--- src/rtl/core/obsp_pkg.sv ---
// shared types and constants for the odd bit sample packer
// no dependencies; imported by every module of the block
package obsp_pkg;

   localparam int unsigned MaxSampleBitsDef = 32;
   localparam int unsigned SampleW          = 32;
   localparam int unsigned CfgW             = 6;
   localparam int unsigned PendW            = 7;
   localparam int unsigned PendCntW         = 3;
   localparam int unsigned ByteCntW         = 3;
   localparam int unsigned QueueDepth       = 2;
   localparam logic [CfgW-1:0] BitsPerSampleRst = 6'd12;

   typedef struct packed {
      logic [ByteCntW-1:0] nbytes;
      logic                eol;
      logic                clip;
   } obsp_ctrl_type;

   localparam int unsigned CtrlW = $bits(obsp_ctrl_type);

endpackage

--- src/rtl/core/obsp_front.sv ---
// front end: width select, clipping, bit accumulation and byte-command build
// depends on obsp_pkg
module obsp_front
   import obsp_pkg::*;
#(
   parameter int unsigned MAX_SAMPLE_BITS = MaxSampleBitsDef,
   parameter int unsigned WORD_W          = ((MAX_SAMPLE_BITS + PendW + 7) / 8) * 8
) (
   input  logic                clock,
   input  logic                reset,
   input  logic                csr_wr_en,
   input  logic [CfgW-1:0]     csr_wr_data,
   input  logic                req_tvalid,
   output logic                req_tready,
   input  logic [SampleW-1:0]  req_tdata,
   input  logic                req_tlast,
   input  logic                q_full,
   output logic                q_push,
   output logic [WORD_W-1:0]   q_word,
   output obsp_ctrl_type       q_ctrl
);

   localparam int unsigned AccW = MAX_SAMPLE_BITS + PendW;
   localparam int unsigned TotW = $clog2(AccW + 1);
   localparam int unsigned ShW  = $clog2(WORD_W + 1);

   logic [CfgW-1:0]     bps_ff, bps_in;
   logic [PendW-1:0]    pend_bits_ff, pend_bits_in;
   logic [PendCntW-1:0] pend_cnt_ff, pend_cnt_in;
   logic                clip_ff, clip_in;

   logic [CfgW-1:0]     width;
   logic [SampleW-1:0]  maxv;
   logic                over;
   logic [SampleW-1:0]  sample_c;
   logic [AccW-1:0]     acc;
   logic [TotW-1:0]     total;
   logic [2:0]          rem;
   logic                accept;
   logic [ShW-1:0]      shamt;

   assign req_tready = !q_full;
   assign accept     = req_tvalid && req_tready;

   always_comb begin
      if (bps_ff == '0) begin
         width = CfgW'(1);
      end else if (bps_ff > CfgW'(MAX_SAMPLE_BITS)) begin
         width = CfgW'(MAX_SAMPLE_BITS);
      end else begin
         width = bps_ff;
      end
   end

   // all ones at full width since the shift clears every bit
   assign maxv = ~({SampleW{1'b1}} << width);
   assign over = (req_tdata >> width) != '0;

   always_comb begin
      if (width == CfgW'(1)) begin
         sample_c = SampleW'(|req_tdata);
      end else if (over) begin
         sample_c = maxv;
      end else begin
         sample_c = req_tdata;
      end
   end

   assign acc   = (AccW'(pend_bits_ff) << width) | AccW'(sample_c[MAX_SAMPLE_BITS-1:0]);
   assign total = TotW'(pend_cnt_ff) + TotW'(width);
   assign rem   = total[2:0];
   assign shamt = ShW'(WORD_W) - ShW'(total);

   // left-align the stream bits; low zeros become the line-end padding
   assign q_word       = WORD_W'(acc) << shamt;
   assign q_ctrl.nbytes = ByteCntW'(total >> 3) + ByteCntW'(req_tlast && (rem != '0));
   assign q_ctrl.eol    = req_tlast;
   assign q_ctrl.clip   = clip_in;
   assign q_push        = accept && (q_ctrl.nbytes != '0);

   always_comb begin
      bps_in       = bps_ff;
      pend_bits_in = pend_bits_ff;
      pend_cnt_in  = pend_cnt_ff;
      clip_in      = clip_ff | ((width != CfgW'(1)) && over);
      if (csr_wr_en) begin
         bps_in = csr_wr_data;
      end
      if (accept) begin
         if (req_tlast) begin
            pend_bits_in = '0;
            pend_cnt_in  = '0;
         end else begin
            pend_bits_in = acc[PendW-1:0] & ~({PendW{1'b1}} << rem);
            pend_cnt_in  = rem;
         end
      end
   end

   always_ff @(posedge clock) begin
      if (reset) begin
         bps_ff       <= BitsPerSampleRst;
         pend_bits_ff <= '0;
         pend_cnt_ff  <= '0;
         clip_ff      <= 1'b0;
      end else begin
         bps_ff       <= bps_in;
         pend_bits_ff <= pend_bits_in;
         pend_cnt_ff  <= pend_cnt_in;
         if (accept) begin
            clip_ff <= clip_in;
         end
      end
   end

endmodule

--- src/rtl/core/obsp_queue.sv ---
// short command queue between front and back end
// depends on obsp_pkg
module obsp_queue
   import obsp_pkg::*;
#(
   parameter int unsigned WIDTH = 8,
   parameter int unsigned DEPTH = QueueDepth
) (
   input  logic             clock,
   input  logic             reset,
   input  logic             push,
   input  logic [WIDTH-1:0] push_data,
   output logic             full,
   input  logic             pop,
   output logic             pop_valid,
   output logic [WIDTH-1:0] pop_data
);

   localparam int unsigned AW = (DEPTH > 1) ? $clog2(DEPTH) : 1;
   localparam int unsigned CW = $clog2(DEPTH + 1);

   logic [WIDTH-1:0] mem_ff [DEPTH];
   logic [AW-1:0]    wr_ptr_ff, wr_ptr_in;
   logic [AW-1:0]    rd_ptr_ff, rd_ptr_in;
   logic [CW-1:0]    count_ff, count_in;
   logic             do_push, do_pop;

   assign full      = count_ff == CW'(DEPTH);
   assign pop_valid = count_ff != '0;
   assign pop_data  = mem_ff[rd_ptr_ff];
   assign do_push   = push && !full;
   assign do_pop    = pop && pop_valid;

   always_comb begin
      wr_ptr_in = wr_ptr_ff;
      rd_ptr_in = rd_ptr_ff;
      count_in  = count_ff;
      if (do_push) begin
         wr_ptr_in = (wr_ptr_ff == AW'(DEPTH - 1)) ? '0 : wr_ptr_ff + AW'(1);
      end
      if (do_pop) begin
         rd_ptr_in = (rd_ptr_ff == AW'(DEPTH - 1)) ? '0 : rd_ptr_ff + AW'(1);
      end
      if (do_push && !do_pop) begin
         count_in = count_ff + CW'(1);
      end else if (do_pop && !do_push) begin
         count_in = count_ff - CW'(1);
      end
   end

   always_ff @(posedge clock) begin
      if (do_push) begin
         mem_ff[wr_ptr_ff] <= push_data;
      end
   end

   always_ff @(posedge clock) begin
      if (reset) begin
         wr_ptr_ff <= '0;
         rd_ptr_ff <= '0;
         count_ff  <= '0;
      end else begin
         wr_ptr_ff <= wr_ptr_in;
         rd_ptr_ff <= rd_ptr_in;
         count_ff  <= count_in;
      end
   end

endmodule

--- src/rtl/core/obsp_back.sv ---
// back end: shifts queued byte commands out one byte per transfer
// depends on obsp_pkg
module obsp_back
   import obsp_pkg::*;
#(
   parameter int unsigned WORD_W = 40
) (
   input  logic              clock,
   input  logic              reset,
   input  logic              q_valid,
   input  logic [WORD_W-1:0] q_word,
   input  obsp_ctrl_type     q_ctrl,
   output logic              q_pop,
   output logic              rsp_tvalid,
   input  logic              rsp_tready,
   output logic [7:0]        rsp_tdata,
   output logic              rsp_tlast,
   output logic              rsp_tuser
);

   logic [WORD_W-1:0]   word_ff, word_in;
   logic [ByteCntW-1:0] left_ff, left_in;
   logic                eol_ff, eol_in;
   logic                clip_ff, clip_in;
   logic                xfer, free;

   assign rsp_tvalid = left_ff != '0;
   assign rsp_tdata  = word_ff[WORD_W-1 -: 8];
   assign rsp_tlast  = eol_ff && (left_ff == ByteCntW'(1));
   assign rsp_tuser  = clip_ff;

   assign xfer  = rsp_tvalid && rsp_tready;
   // current command is done or finishes with this transfer
   assign free  = (left_ff == '0) || ((left_ff == ByteCntW'(1)) && xfer);
   assign q_pop = free && q_valid;

   always_comb begin
      word_in = word_ff;
      left_in = left_ff;
      eol_in  = eol_ff;
      clip_in = clip_ff;
      if (q_pop) begin
         word_in = q_word;
         left_in = q_ctrl.nbytes;
         eol_in  = q_ctrl.eol;
         clip_in = q_ctrl.clip;
      end else if (xfer) begin
         word_in = word_ff << 8;
         left_in = left_ff - ByteCntW'(1);
      end
   end

   always_ff @(posedge clock) begin
      word_ff <= word_in;
      eol_ff  <= eol_in;
      clip_ff <= clip_in;
   end

   always_ff @(posedge clock) begin
      if (reset) begin
         left_ff <= '0;
      end else begin
         left_ff <= left_in;
      end
   end

endmodule

--- src/rtl/core/odd_bit_sample_packer.sv ---
// MSB-first packer of clipped variable-width samples into a byte stream.
// Input: req_ channel, one 32-bit sample per transfer, req_tlast marks line end.
// Output: rsp_ channel, one packed byte per transfer; rsp_tlast on the final byte
// of a line (partial bytes are zero padded), rsp_tuser is the sticky clip flag.
// csr_wr_en/csr_wr_data set bits_per_sample (0 acts as 1, large values saturate
// to MAX_SAMPLE_BITS); write it only while the block is idle.
// With the byte emitter idle, the first byte of a sample goes through the command
// queue and is registered in the byte emitter before it is valid. A sample is
// accepted every cycle while the two-entry command queue has room; the byte
// emitter sends one byte per cycle while rsp_tready is high, so above 8 bits the
// byte port sets the rate; a sample makes up to 5 bytes at 32 bits with a line-end pad.
// Reset (synchronous, active high) clears buffered bits, the clip flag and the
// queue, and loads bits_per_sample = 12. When rsp_tready is low the byte and the
// queue hold; req_tready drops once the queue is full.
// depends on obsp_pkg, obsp_front, obsp_queue, obsp_back
module odd_bit_sample_packer
   import obsp_pkg::*;
#(
   parameter int unsigned MAX_SAMPLE_BITS = MaxSampleBitsDef
) (
   input  logic               clock,
   input  logic               reset,
   input  logic               csr_wr_en,
   input  logic [CfgW-1:0]    csr_wr_data,
   input  logic               req_tvalid,
   output logic               req_tready,
   input  logic [SampleW-1:0] req_tdata,   // [31:0] sample_value
   input  logic               req_tlast,
   output logic               rsp_tvalid,
   input  logic               rsp_tready,
   output logic [7:0]         rsp_tdata,   // [7:0] packed_byte
   output logic               rsp_tlast,
   output logic               rsp_tuser    // [0] clip_seen
);

   localparam int unsigned WordW = ((MAX_SAMPLE_BITS + PendW + 7) / 8) * 8;
   localparam int unsigned EntW  = WordW + CtrlW;

   logic              q_full, q_push, q_valid, q_pop;
   logic [WordW-1:0]  f_word, b_word;
   obsp_ctrl_type     f_ctrl, b_ctrl;
   logic [EntW-1:0]   q_in, q_out;

   obsp_front #(
      .MAX_SAMPLE_BITS(MAX_SAMPLE_BITS),
      .WORD_W         (WordW)
   ) u_front (
      .clock      (clock),
      .reset      (reset),
      .csr_wr_en  (csr_wr_en),
      .csr_wr_data(csr_wr_data),
      .req_tvalid (req_tvalid),
      .req_tready (req_tready),
      .req_tdata  (req_tdata),
      .req_tlast  (req_tlast),
      .q_full     (q_full),
      .q_push     (q_push),
      .q_word     (f_word),
      .q_ctrl     (f_ctrl)
   );

   assign q_in = {f_word, f_ctrl};

   obsp_queue #(
      .WIDTH(EntW),
      .DEPTH(QueueDepth)
   ) u_queue (
      .clock    (clock),
      .reset    (reset),
      .push     (q_push),
      .push_data(q_in),
      .full     (q_full),
      .pop      (q_pop),
      .pop_valid(q_valid),
      .pop_data (q_out)
   );

   assign b_word = q_out[EntW-1 -: WordW];
   assign b_ctrl = q_out[CtrlW-1:0];

   obsp_back #(
      .WORD_W(WordW)
   ) u_back (
      .clock     (clock),
      .reset     (reset),
      .q_valid   (q_valid),
      .q_word    (b_word),
      .q_ctrl    (b_ctrl),
      .q_pop     (q_pop),
      .rsp_tvalid(rsp_tvalid),
      .rsp_tready(rsp_tready),
      .rsp_tdata (rsp_tdata),
      .rsp_tlast (rsp_tlast),
      .rsp_tuser (rsp_tuser)
   );

endmodule

--- config.mk ---
export PLATFORM = sky130hd
export DESIGN_NAME = odd_bit_sample_packer
export DESIGN_NICKNAME = d
export VERILOG_FILES = /design/src/rtl/core/obsp_pkg.sv /design/src/rtl/core/obsp_front.sv /design/src/rtl/core/obsp_queue.sv /design/src/rtl/core/obsp_back.sv /design/src/rtl/core/odd_bit_sample_packer.sv
export SDC_FILE = /design/constraint.sdc
export NUM_CORES = 1
export LEC_CHECK = 0
export ABC_AREA = 1
export BUFFER_PORTS_ARGS = -buffer_cell sky130_fd_sc_hd__buf_2
export CAP_MARGIN = 20
export CORE_MARGIN = 2
export CORE_UTILIZATION = 50
export CTS_CLUSTER_DIAMETER = 60
export DETAILED_ROUTE_END_ITERATION = 8
export PLACE_DENSITY = 0.7
export SLEW_MARGIN = 10
export SYNTH_ARGS = -nofsm -noshare
export SYNTH_HDL_FRONTEND = slang
export SYNTH_SLANG_ARGS = --single-unit
--- constraint.sdc ---
create_clock -name clock -period 11.65 [get_ports clock]
set_input_delay 2.33 -clock clock [delete_from_list [all_inputs] [get_ports clock]]
set_output_delay 2.33 -clock clock [all_outputs]
set_load 0.01 [all_outputs]
==> insert_results.sql <==
INSERT INTO impl_metrics (metric_group, metric, value, unit) VALUES
('clock_tree', 'clock-root-buffer', 'sky130_fd_sc_hd__clkbuf_16', ''),
('critical_path', 'worst_setup_path_startpoint', 'req_tdata[26]', ''),
('place', 'place_hpwl', '25.5', 'mm'),
('clock_tree', 'cts_tree', 'yes', ''),
('floorplan', 'die_x', '154', 'µm'),
('timing', 'rsz0062_at_grt', 'false', ''),
('timing', 'worst_pin_slew', '1.04', 'ns'),
('route', 'via_per_inst', '5.85', ''),
('logic_synthesis', 'synth_ff_type', 'sky130_fd_sc_hd__edfxtp_1', ''),
('critical_path', 'setup.worst_path.end_class', 'register', ''),
('critical_path', 'crit_slowest_cell', 'sky130_fd_sc_hd__nor2_2', ''),
('pwr', 'p_total', '2660', 'µW'),
('global_routing', 'grt_pass1_vias', '10300', ''),
('global_routing', 'grt_pass1_wl', '55.3', 'mm'),
('timing', 'clock_skew', '0.0181', 'ns'),
('logic_synthesis', 'syn_area', '11200', 'µm²'),
('global_routing', 'grt_max_degree', '76', ''),
('global_routing', 'globalRouteTotalUtil', '29.6', '%'),
('place', 'placement.cell_area', '11500', 'µm²'),
('place', 'routabilityCongestion', '1.00', ''),
('clock_tree', 'post-cts-setup-buffer-count', '0', ''),
('clock_tree', 'cts-hold-fix-buffers', '0', ''),
('critical_path', 'timing_worst_setup_path_type', 'primary input to register', ''),
('logic_synthesis', 'netlist_instances', '1631', ''),
('logic_synthesis', 'mappedNetlistNets', '1689', ''),
('finish', 'layout_commonest_cell', 'sky130_fd_sc_hd__nand2_1', ''),
('timing', 'timing.max_slew.rel_slack', '30.3', '%'),
('place', 'dpl_worst_slack', '5.44', 'ns'),
('route', 'finalWirelength', '34.7', 'mm'),
('global_routing', 'grt_use_met3', '5.41', '%'),
('finish', 'regArea', '4460', 'µm²'),
('clock_tree', 'clock_path_buffers', '2', ''),
('finish', 'antenna_cells_inserted', '0', ''),
('logic_synthesis', 'synth_edf_count', '132', ''),
('critical_path', 'critPathLaunchType', 'primary input', ''),
('logic_synthesis', 'yosys_warnings', '0', ''),
('critical_path', 'ff_to_ff_start', 'u_front.bps_ff[5]', ''),
('global_routing', 'global_route.usage.met2', '47.5', '%'),
('critical_path', 'cp_data_required_time', '11.81', 'ns'),
('clock_tree', 'number_of_clock_sinks', '157', ''),
('timing', 'timing.final.hold_violations', '0', ''),
('logic_synthesis', 'syn_area_per_cell', '6.88', 'µm²'),
('job', 'max-cap-violations', '0', ''),
('timing', 'final_period_minus_worst_setup_slack', '5.87', 'ns'),
('global_routing', 'antenna_found_initial', '0', ''),
('timing', 'timing.final.ws_setup', '5.78', 'ns'),
('critical_path', 'worst-path-max-fanout', '39', ''),
('critical_path', 'arrival', '6.03', 'ns'),
('route', 'post-route-drc-count', '0', ''),
('timing', 'fraction_of_the_cycle_the_final_worst_path_needs', '50.4', '%'),
('pwr', 'powerDensity', '220', 'nW/µm²'),
('finish', 'finalNetCount', '1675', ''),
('clock_tree', 'resized_cells_post_cts', '0', ''),
('finish', 'area_used_by_multi_input_combinational_logic', '5810', 'µm²'),
('critical_path', 'rrSetupSlack', '5.89', 'ns'),
('route', 'vias', '11200', ''),
('route', 'routed_wire_length_per_instance', '18.1', 'µm'),
('timing', 'setup-violations-final', '0', ''),
('clock_tree', 'worst_skew_pair.late_latency', '0.43', 'ns'),
('timing', 'timing.hold.ws', '0.452', 'ns'),
('floorplan', 'dieHeight', '154', 'µm'),
('route', 'drtPass1Iterations', '6', ''),
('route', 'drt_first_iter_violations', '1422', ''),
('worst_hold_path', 'worst_hold_startpoint', 'u_queue.rd_ptr_ff', ''),
('run_status', 'status', 'finished clean', ''),
('finish', 'most-common-layout-cells', 'sky130_fd_sc_hd__nand2_1 (479), sky130_fd_sc_hd__nand3_1 (370), sky130_fd_sc_hd__edfxtp_1 (132), sky130_fd_sc_hd__nor2_1 (122), sky130_fd_sc_hd__inv_1 (116)', ''),
('global_routing', 'grt.met1_usage', '41.1', '%'),
('timing', 'timing.setup.tns', '0', 'ns'),
('pwr', 'worst_ir_drop_vdd', '0.000123', 'V'),
('floorplan', 'design.die.area', '23600', 'µm²'),
('floorplan', 'rows', '54', '');
==> power breakdown <==
part / internal (µW) / switching (µW)
clock: 304 / 251
combinational: 332 / 837
sequential: 888 / 49.5
==> critical path: cells and delay by family <==
kind	cells	cell delay [ns]
simple gates	19	2.71
buf+inv	3	0.53
compound gates	2	0.45
==> area by class of cell <==
type / instances / share of cell area [%]
flip-flops and latches: 157 / 36.9
multi-input cells: 1243 / 48.0
well taps: 280 / 2.89
clock inverters: 14 / 1.26
repair buffers: 73 / 3.56
clock buffers: 18 / 3.54
inverters: 125 / 3.88
==> cell usage after synthesis (all sizes together) (3+ instances only) <==
cell type	n	share of area, %
nand3	371	17
o21ai	106	4.7
nand4	8	0.45
or2	5	0.28
mux2i	4	0.36
o21a	3	0.20
ha	13	1.5
a311oi	3	0.23
xor2	6	0.47
a21oi	47	2.1
o22ai	11	0.61
dfxtp	25	4.5
nand3b	7	0.47
a31oi	32	1.8
nor2	129	4.5
clkbuf	49	1.6
edfxtp	132	35
buf	57	2.8
nand2	482	16
inv	123	4.1
and2	4	0.22
nor3	3	0.13
==> metrics by stage <==
stage | util [%] | std cells
3_5_place_dp | 52.5 | 1877
6_report | 55.3 | 1910
4_1_cts | 55.2 | 1909
3_3_place_gp | 52.5 | 1877
2_1_floorplan | - | 1631
5_1_grt | 55.3 | 1910
==> per-layer routing <==
layer	vias to the layer above	part of all wire (%)
met2	473	46
li1	5485	-
met1	5152	44
met3	59	7.9
met5	-	0
met4	0	2.4
==> path summary, 6_finish.rpt <==
| path | cells past startpoint | end |
|---|---|---|
| min | 1 | register |
| max | 24 | u_queue.mem_ff[0][42] |
| min reg2reg | 1 | register |
| max reg2reg | 26 | u_queue.mem_ff[0][42] |
==> flip-flops by register name, summed over array words and instances (netlist names), named ones only <==
name                  cells
u_queue.mem_ff           90
u_back.word_ff           40
u_front.pend_bits_ff      7
u_front.bps_ff            6
u_back.left_ff            3
u_front.pend_cnt_ff       3
u_queue.count_ff          2
u_back.eol_ff             1
u_back.rsp_tuser          1
u_front.clip_ff           1
u_queue.rd_ptr_ff         1
u_queue.wr_ptr_ff         1
==> kinds of logic after synthesis <==
group                    synth area share (%)
multiplexers                            0.357
adder cells (fa/ha/maj)                  1.63
AO/OA/AOI/OAI                            10.1
flip-flops                               39.8
XOR/XNOR                                0.547
buffers and inverters                    8.59
AND/OR/NAND/NOR                          39.0
Note: power is estimated with default switching activity, not from simulation.
